$ cat config.mk
export PLATFORM = sky130hd
export DESIGN_NAME = touch_sensor_baseline_tracker
export DESIGN_NICKNAME = d
export VERILOG_FILES = /design/src/sv/tsbt_pkg.sv /design/src/sv/touch_sensor_baseline_tracker.sv
export SDC_FILE = /design/constraint.sdc
export NUM_CORES = 1
export LEC_CHECK = 0
export CAP_MARGIN = 20
export CORE_MARGIN = 4
export CORE_UTILIZATION = 55
export CTS_BUF_LIST = sky130_fd_sc_hd__clkbuf_4
export CTS_CLUSTER_DIAMETER = 50
export DETAILED_ROUTE_END_ITERATION = 6
export DONT_BUFFER_PORTS = 1
export GPL_TIMING_DRIVEN = 0
export PLACE_DENSITY = 0.7
export SKIP_LAST_GASP = 1
export SYNTH_ARGS = -nofsm -noshare
export SYNTH_HDL_FRONTEND = slang
export SYNTH_SLANG_ARGS = --single-unit
$ cat constraint.sdc
create_clock -name clk -period 8.7 [get_ports clk]
set_clock_uncertainty 0.05 [all_clocks]
set_input_delay 1.74 -clock clk [delete_from_list [all_inputs] [get_ports clk]]
set_output_delay 1.74 -clock clk [all_outputs]
set_load 0.01 [all_outputs]
$ cat src/sv/tsbt_pkg.sv
// Shared widths, register indexes and reset values for the touch baseline tracker.
package tsbt_pkg;

	localparam int COUNT_W       = 8;
	localparam int INPUT_SENSORS = 4;
	localparam int SHIFT_W       = 3;
	localparam int ACTIVE_W      = 3;
	localparam int MASK_W        = 4;
	localparam int ACTIVE_MAX    = 7;
	localparam int CFG_IDX_W     = 1;

	typedef logic [COUNT_W-1:0]   count_t;
	typedef logic [SHIFT_W-1:0]   shift_t;
	typedef logic [CFG_IDX_W-1:0] cfg_idx_t;

	localparam cfg_idx_t CFG_TRIP_SHIFT   = 1'b0;
	localparam cfg_idx_t CFG_FILTER_SHIFT = 1'b1;

	localparam shift_t TRIP_SHIFT_RST   = 3'd3;
	localparam shift_t FILTER_SHIFT_RST = 3'd4;

	localparam logic MODE_CAL   = 1'b0;
	localparam logic MODE_SENSE = 1'b1;

	typedef struct packed {
		logic [ACTIVE_W-1:0] active_count;
		logic [MASK_W-1:0]   touched_mask;
		logic                calibrated;
	} result_t;

endpackage

$ cat src/sv/touch_sensor_baseline_tracker.sv
// Capacitive touch baseline tracker: calibration averaging, trip detection, baseline follow.
//
//   channel | direction | handshake              | payload
//   --------+-----------+------------------------+----------------------------------------
//   in      | sink      | in_valid / in_ready    | mode, count_a, count_b, count_c, count_d
//   out     | source    | out_valid / out_ready  | active_count, touched_mask, calibrated
//   cfg     | sink      | cfg_valid / cfg_ready  | cfg_index, cfg_data (cfg_ready always 1)
//
// Throughput is one item per cycle unless the consumer stalls; a result is valid once its item
// moves from the input register into the result register.
// The per-sensor baseline update is a feedback loop from the input register back
// into the baseline registers, so each item sees the baselines its predecessor left.
// Reset clears baselines, calibration sums, the step counter and the calibrated flag at once.
// A stalled result holds in the result register; the input register still takes one more
// item, and in_ready drops only while both registers are full and out_ready is low.
module touch_sensor_baseline_tracker #(
	parameter int NUM_SENSORS = 4,
	parameter int CAL_SAMPLES = 16
) (
	input  logic                           clk,
	input  logic                           arst_n,
	// scan input
	input  logic                           in_valid,
	output logic                           in_ready,
	input  logic                           mode,
	input  logic [tsbt_pkg::COUNT_W-1:0]   count_a,
	input  logic [tsbt_pkg::COUNT_W-1:0]   count_b,
	input  logic [tsbt_pkg::COUNT_W-1:0]   count_c,
	input  logic [tsbt_pkg::COUNT_W-1:0]   count_d,
	// result output
	output logic                           out_valid,
	input  logic                           out_ready,
	output logic [tsbt_pkg::ACTIVE_W-1:0]  active_count,
	output logic [tsbt_pkg::MASK_W-1:0]    touched_mask,
	output logic                           calibrated,
	// configuration writes
	input  logic                           cfg_valid,
	output logic                           cfg_ready,
	input  logic [tsbt_pkg::CFG_IDX_W-1:0] cfg_index,
	input  logic [tsbt_pkg::SHIFT_W-1:0]   cfg_data
);

	// Sum of CAL_SAMPLES full-scale counts must fit.
	localparam int SUM_W  = $clog2(CAL_SAMPLES * ((1 << tsbt_pkg::COUNT_W) - 1) + 1);
	localparam int STEP_W = $clog2(CAL_SAMPLES);
	localparam int TC_W   = $clog2(NUM_SENSORS + 1);
	// Divide by CAL_SAMPLES as multiply by a rounded-up reciprocal; exact over the sum range.
	localparam int DIV_SHIFT = SUM_W + $clog2(CAL_SAMPLES);
	localparam int M_W       = SUM_W + 1;
	localparam int PROD_W    = SUM_W + M_W;
	localparam longint RECIP_INT = ((64'd1 << DIV_SHIFT) + CAL_SAMPLES - 1) / CAL_SAMPLES;
	localparam logic [M_W-1:0]    RECIP    = M_W'(RECIP_INT);
	localparam logic [STEP_W-1:0] STEP_END = STEP_W'(CAL_SAMPLES - 1);

	typedef logic [tsbt_pkg::COUNT_W-1:0] count_t;
	typedef logic [SUM_W-1:0]             sum_t;

	// Configuration registers
	tsbt_pkg::shift_t trip_shift_q;
	tsbt_pkg::shift_t filter_shift_q;

	// Input register
	logic   valid_s1;
	logic   mode_s1;
	count_t count_s1 [tsbt_pkg::INPUT_SENSORS];

	// Tracker state
	count_t            baseline_q [NUM_SENSORS];
	sum_t              cal_sum_q  [NUM_SENSORS];
	logic [STEP_W-1:0] cal_step_q;
	logic              cal_done_q;

	// Result register
	logic              out_valid_q;
	tsbt_pkg::result_t result_q;

	// Per-item datapath
	count_t            cnt        [NUM_SENSORS];
	count_t            base_nxt   [NUM_SENSORS];
	sum_t              sum_nxt    [NUM_SENSORS];
	logic [NUM_SENSORS-1:0] trip;
	logic [STEP_W-1:0] step_nxt;
	logic              cal_last;
	logic              done_nxt;
	logic [TC_W-1:0]   trip_cnt;
	logic [tsbt_pkg::MASK_W-1:0]   mask_d;
	logic [tsbt_pkg::ACTIVE_W-1:0] active_d;
	tsbt_pkg::result_t result_d;
	logic              advance;

	// Advance the input register into the result slot when that slot is free or drains.
	assign advance   = valid_s1 && (!out_valid_q || out_ready);
	assign in_ready  = !valid_s1 || advance;
	assign cfg_ready = 1'b1;

	// Sensors past the physical inputs read a count of zero.
	for (genvar g = 0; g < NUM_SENSORS; g++) begin : g_cnt
		if (g < tsbt_pkg::INPUT_SENSORS) begin : g_real
			assign cnt[g] = count_s1[g];
		end else begin : g_pad
			assign cnt[g] = '0;
		end
	end

	// Mask carries only the physical sensors.
	for (genvar m = 0; m < tsbt_pkg::MASK_W; m++) begin : g_mask
		if (m < NUM_SENSORS) begin : g_used
			assign mask_d[m] = trip[m];
		end else begin : g_unused
			assign mask_d[m] = 1'b0;
		end
	end

	assign cal_last = (mode_s1 == tsbt_pkg::MODE_CAL) && (cal_step_q == STEP_END);
	assign done_nxt = cal_done_q || cal_last;

	assign result_d = '{active_count: active_d, touched_mask: mask_d, calibrated: done_nxt};

	always_comb begin
		logic [tsbt_pkg::COUNT_W-1:0] thr;
		logic [tsbt_pkg::COUNT_W-1:0] avg;
		logic [SUM_W-1:0]             acc;
		logic [PROD_W-1:0]            prod;
		thr  = '0;
		avg  = '0;
		acc  = '0;
		prod = '0;
		trip = '0;
		for (int i = 0; i < NUM_SENSORS; i++) begin
			base_nxt[i] = baseline_q[i];
			sum_nxt[i]  = cal_sum_q[i];
			if (mode_s1 == tsbt_pkg::MODE_CAL) begin
				acc  = cal_sum_q[i] + SUM_W'(cnt[i]);
				prod = PROD_W'(acc) * PROD_W'(RECIP);
				if (cal_last) begin
					base_nxt[i] = prod[DIV_SHIFT +: tsbt_pkg::COUNT_W];
					sum_nxt[i]  = '0;
				end else begin
					sum_nxt[i] = acc;
				end
			end else begin
				// Trip below baseline less its margin; otherwise follow the count.
				thr = baseline_q[i] - (baseline_q[i] >> trip_shift_q);
				avg = baseline_q[i] - (baseline_q[i] >> filter_shift_q)
					+ (cnt[i] >> filter_shift_q);
				if (cnt[i] < thr) begin
					trip[i] = 1'b1;
				end else if (cnt[i] > baseline_q[i]) begin
					base_nxt[i] = cnt[i];
				end else begin
					base_nxt[i] = avg;
				end
			end
		end
	end

	always_comb begin
		step_nxt = cal_step_q;
		if (mode_s1 == tsbt_pkg::MODE_CAL) begin
			step_nxt = cal_last ? '0 : cal_step_q + 1'b1;
		end
	end

	// Count tripped sensors and saturate to the field range.
	always_comb begin
		trip_cnt = '0;
		for (int i = 0; i < NUM_SENSORS; i++) begin
			trip_cnt = trip_cnt + TC_W'(trip[i]);
		end
		if (int'(trip_cnt) > tsbt_pkg::ACTIVE_MAX) begin
			active_d = tsbt_pkg::ACTIVE_W'(tsbt_pkg::ACTIVE_MAX);
		end else begin
			active_d = tsbt_pkg::ACTIVE_W'(trip_cnt);
		end
	end

	// Configuration
	always_ff @(posedge clk or negedge arst_n) begin
		if (!arst_n) begin
			trip_shift_q   <= tsbt_pkg::TRIP_SHIFT_RST;
			filter_shift_q <= tsbt_pkg::FILTER_SHIFT_RST;
		end else if (cfg_valid && cfg_ready) begin
			unique case (cfg_index)
				tsbt_pkg::CFG_TRIP_SHIFT:   trip_shift_q   <= cfg_data;
				tsbt_pkg::CFG_FILTER_SHIFT: filter_shift_q <= cfg_data;
				default: ;
			endcase
		end
	end

	// Input register control
	always_ff @(posedge clk or negedge arst_n) begin
		if (!arst_n) begin
			valid_s1 <= 1'b0;
		end else if (in_ready) begin
			valid_s1 <= in_valid;
		end
	end

	// Input register payload
	always_ff @(posedge clk) begin
		if (in_valid && in_ready) begin
			mode_s1     <= mode;
			count_s1[0] <= count_a;
			count_s1[1] <= count_b;
			count_s1[2] <= count_c;
			count_s1[3] <= count_d;
		end
	end

	// Tracker state, committed as the item moves into the result register
	always_ff @(posedge clk or negedge arst_n) begin
		if (!arst_n) begin
			for (int i = 0; i < NUM_SENSORS; i++) begin
				baseline_q[i] <= '0;
				cal_sum_q[i]  <= '0;
			end
			cal_step_q <= '0;
			cal_done_q <= 1'b0;
		end else if (advance) begin
			for (int i = 0; i < NUM_SENSORS; i++) begin
				baseline_q[i] <= base_nxt[i];
				cal_sum_q[i]  <= sum_nxt[i];
			end
			cal_step_q <= step_nxt;
			cal_done_q <= done_nxt;
		end
	end

	// Result register: hold while the consumer stalls
	always_ff @(posedge clk or negedge arst_n) begin
		if (!arst_n) begin
			out_valid_q <= 1'b0;
		end else if (advance) begin
			out_valid_q <= 1'b1;
		end else if (out_ready) begin
			out_valid_q <= 1'b0;
		end
	end

	always_ff @(posedge clk) begin
		if (advance) begin
			result_q <= result_d;
		end
	end

	assign out_valid    = out_valid_q;
	assign active_count = result_q.active_count;
	assign touched_mask = result_q.touched_mask;
	assign calibrated   = result_q.calibrated;

endmodule

==> reports/results.txt <==
The run finished with clean final reports. Setup fix buffers added after clock tree synthesis: 0. The final worst-path cycle share works out to 0.731. Share of flip-flops with an asynchronous set or reset after synthesis: 0.694. The critical hold path startpoint is cal_done_q.

The startpoint identified for the worst register-to-register timing path is trip_shift_q[0]. The measured slew at the worst slew-check pin was 0.965 ns. In this run the power density over the cells is 423 nW/µm².

The area share of xor/xnor cells in the synthesized design was 0.0474; the routed via count divided by cell count was 6.44. The share of cells above drive strength 1 is 0.0686. The logs give 0 ns for the final total negative setup slack and 28200 µm² for the area enclosed by the die boundary. Share of cell area taken by muxes after synthesis: 0.102. The sum of internal, switching and leakage power is 6250 µW, and the quantity of gates resized following cts is 0. Number of input and output port buffers inserted: 0. For this design, the CTS-stage hold fixing added 0 buffers. After synthesis, the largest family of logic cells by area is compound AO/OA/AOI/OAI gates.

Walking the worst path, the cells encountered are clkbuf_1, clkbuf_1, buf_1, a21oi_1, o21ai_0, ha_1, inv_1, fa_1, nand2_1, nand2_1, a21oi_1, o21bai_1, a21oi_1, xor2_1, ha_1, a2111oi_2, nor3b_1, a221oi_2, fa_1, inv_1, ha_1, ha_1. The remaining routing DRC violations is 0. The tools report the final-report hold violation count as 0. TritonCTS built the clock tree. The peak per-stage delay on the critical path was 0.58 ns; the worst-skew pair later-pin latency was 0.63 ns.

The worst setup path is captured at a flop. The portion of the post-synthesis area used by sequential elements came out at 0.253. For this design the top-level I/O count stands at 53. The filler cells instantiated in the layout total 2249. No sink is reached through more buffers than the 2 on the longest clock path. Area share of fa/ha/maj cells after synthesis: 0.191.

The data arrival time of the critical path was 6.65 ns. The critical path start-end classification is reg2reg. The fraction of the mapped netlist area in compound gates is 0.212, and the effective utilization at floorplan is 0.558. The final critical-path setup slack was 2.34 ns; the post-detailed-route wirelength per cell was 22.7 µm. The logs give 0.319 for the total routing resource utilization after global routing and 0 for the number of warnings issued by yosys. Counting stages on the worst path, the most repeated cell is sky130_fd_sc_hd__ha_1.

Cell with the biggest individual delay on the critical path: sky130_fd_sc_hd__dfstp_2. Family of cells with the greatest summed delay on the critical path: adder cells. Buffering stage count on the worst path with inverters included: 5.

For the number of antenna violations at the first check in global routing, the log shows 1. Row generation in the floorplan step produced 58 rows. The area growth from synthesis to layout is 5.16%. The synthesized instance count was 1628; the TritonCTS buffer count was 17. Width of the die: 168 µm. The routability congestion estimate was 1.01. Clock tree synthesis selected as its root buffer the cell sky130_fd_sc_hd__clkbuf_4. The worst IR drop on VDD is 0.000205 V, and the final critical path time including I/O delays and setup is 6.36 ns. The number of nets handed over by synthesis was 1862. The first global-routing pass estimated 69.9 mm of wire.

For the synthesized cell area, the log shows 14100 µm². The tightest min-delay check is of the reg2reg type. Distinct cell type count after synthesis: 79. Max-slew violation total from the final report: 0. For this run, the post-layout net count is 1883. The setup violation total in the final timing report is 0. Setup repair after global routing left no endpoint under its margin.

The post-synthesis register bit count works out to 134. In this run the worst path has a maximum fanout of 10. The worst slew slack as a fraction of its limit was 0.352.

At the placement stage, the worst setup path has a slack of 2.62 ns. The tightest hold path in the finished design has a slack of 0.441 ns. The fmax is 157 MHz. The worst setup path is launched from a flop.

The tools report the required time at the worst-slack endpoint as 8.99 ns. The die extent in y works out to 168 µm. The wire length reported by the detailed router is 45.3 mm, and the simple-gate share of the synthesized area is 0.138. Global routing finished with a remaining overflow of 0. The number of enable flip-flop cells after synthesis works out to 41.

After clock tree synthesis, the clock-pin slew on the worst setup and hold paths is 0.20 ns. The tool flagged a number of max-cap violations equal to 0. In this run, the number of DRC markers left after iteration 0 of detailed routing was 1401.

The number of levels in the clock H-tree is 4. The analysis attributes to cell leakage a power of 0.00651 µW. Entering global routing, the biggest net connects 94 pins. The tools report the detailed placer's ending HPWL as 33.3 mm.

Top flip-flop cell by instance count after synthesis: sky130_fd_sc_hd__dfrtp_1. The region available for standard cell placement spans 25200 µm². Detailed routing inserted a total of 12800 vias. The most critical setup path has its startpoint at trip_shift_q[0]. Before antenna repair, the detailed router went through 6 iterations. CTS saw 134 sinks. The logs give 12500 for the number of global-route vias before repair and 0 for the number of nets with antenna violations after routing. The synthesized area divided by synthesized cell count came out at 8.63 µm².
==> worst reg2reg max path, delay by kind of cell (launching register included) <==
kind / cells / cell delay (ns)
buffers and inverters: 5 / 1.57
xor gates and xnor gates: 1 / 0.11
and+or+nand+nor: 3 / 0.44
adders and majority gates: 6 / 1.87
AOI/OAI and AO/OA: 7 / 1.46
DFF: 1 / 0.58
==> logic make-up (layout without fill, tap and decap cells) <==
family                   after synthesis  count (layout)
AO/OA/AOI/OAI                        470             470
AND/OR/NAND/NOR                      430             430
buffers and inverters                196             230
adder cells (fa/ha/maj)              192             192
flip-flops                           134             134
multiplexers                         129             129
XOR/XNOR                              76              76
other                                  1               3
==> per-stage QoR <==
stage           util  std cells  instance area, µm²
6_report       0.587       1994               14800
5_1_grt        0.587       1994               14800
4_1_cts        0.587       1992               14800
3_5_place_dp   0.575       1960               14500
3_3_place_gp   0.574       1958               14500
2_1_floorplan      -       1628               14100
==> state kept, by name (all words and copies together) (netlist names) <==
register        count
mode_s1             1
touched_mask        4
calibrated          1
baseline_q         32
trip_shift_q        3
count_s1           32
out_valid           1
active_count        3
filter_shift_q      3
cal_sum_q          48
cal_step_q          4
valid_s1            1
cal_done_q          1
==> power by group <==
part	switching, µW	internal [µW]
combinational	2610	1990
sequential	313	885
clock	319	132
total	3240	3010
==> final timing paths <==
path / slack [ns] / depth (start not counted) / end
worst max register to register: 2.34 / 22 / active_count[1]
worst min-delay path: 0.44 / 1 / cal_done_q
worst min register to register: 0.44 / 1 / cal_done_q
worst max-delay path: 2.34 / 22 / active_count[1]
min in group asynchronous: 0.73 / 0 / baseline_q[14]
max in group asynchronous: 7.63 / 0 / filter_shift_q[2]
==> Yosys cell counts, drive strengths merged, types with 24 or more instances <==
cell	n	area (µm²)
nand2b	27	169
mux2i	93	931
fa	37	741
inv	110	413
edfxtp	41	1230
ha	155	1940
mux2	28	323
a211oi	41	323
nor2	103	387
dfrtp	90	2250
buf	42	210
xor2	25	219
o21ai	156	815
a21oi	112	561
clkbuf	44	165
a21o	24	180
nor2b	29	181
xnor2	51	447
nand2	192	721
==> metal layers <==
metal,up-vias,track usage,wire length [µm]
li1,5874,-,-
met5,-,0,0
met2,725,0.483,19600
met1,6073,0.444,18800
met3,177,0.0575,4560
met4,0,0.151,2300
==> layout by cell type (no fill, tap or decap), types with 15 or more instances in the layout <==
master                     count
sky130_fd_sc_hd__nand2_1     192
sky130_fd_sc_hd__o21ai_0     135
sky130_fd_sc_hd__xnor2_1      51
sky130_fd_sc_hd__o21a_1       17
sky130_fd_sc_hd__o21ai_1      16
sky130_fd_sc_hd__o211ai_1     15
sky130_fd_sc_hd__dfrtp_1      90
sky130_fd_sc_hd__nand2b_1     27
sky130_fd_sc_hd__a21o_1       24
sky130_fd_sc_hd__buf_1        18
sky130_fd_sc_hd__fa_1         37
sky130_fd_sc_hd__clkbuf_1     44
sky130_fd_sc_hd__xor2_1       25
sky130_fd_sc_hd__inv_1       107
sky130_fd_sc_hd__mux2i_1      93
sky130_fd_sc_hd__nand3_1      22
sky130_fd_sc_hd__edfxtp_1     41
sky130_fd_sc_hd__a21oi_1     112
sky130_fd_sc_hd__mux2_2       25
sky130_fd_sc_hd__nor2b_1      29
sky130_fd_sc_hd__a211oi_1     38
sky130_fd_sc_hd__clkbuf_4     17
sky130_fd_sc_hd__nor2_1      103
sky130_fd_sc_hd__ha_1        155
sky130_fd_sc_hd__buf_2        18
==> cell type report <==
class	count	area, µm²	area share
Clock buffer	17	128	0.00864
Inverter	110	413	0.0279
Timing Repair Buffer	2	22.5	0.00152
Tap cell	330	413	0.0279
Multi-Input combinational cell	1298	9700	0.657
Antenna cell	2	5.00	0.000339
Sequential cell	134	3560	0.241
Buffer	86	375	0.0254
Clock inverter	15	155	0.0105
(Power assumes the default switching activity.)
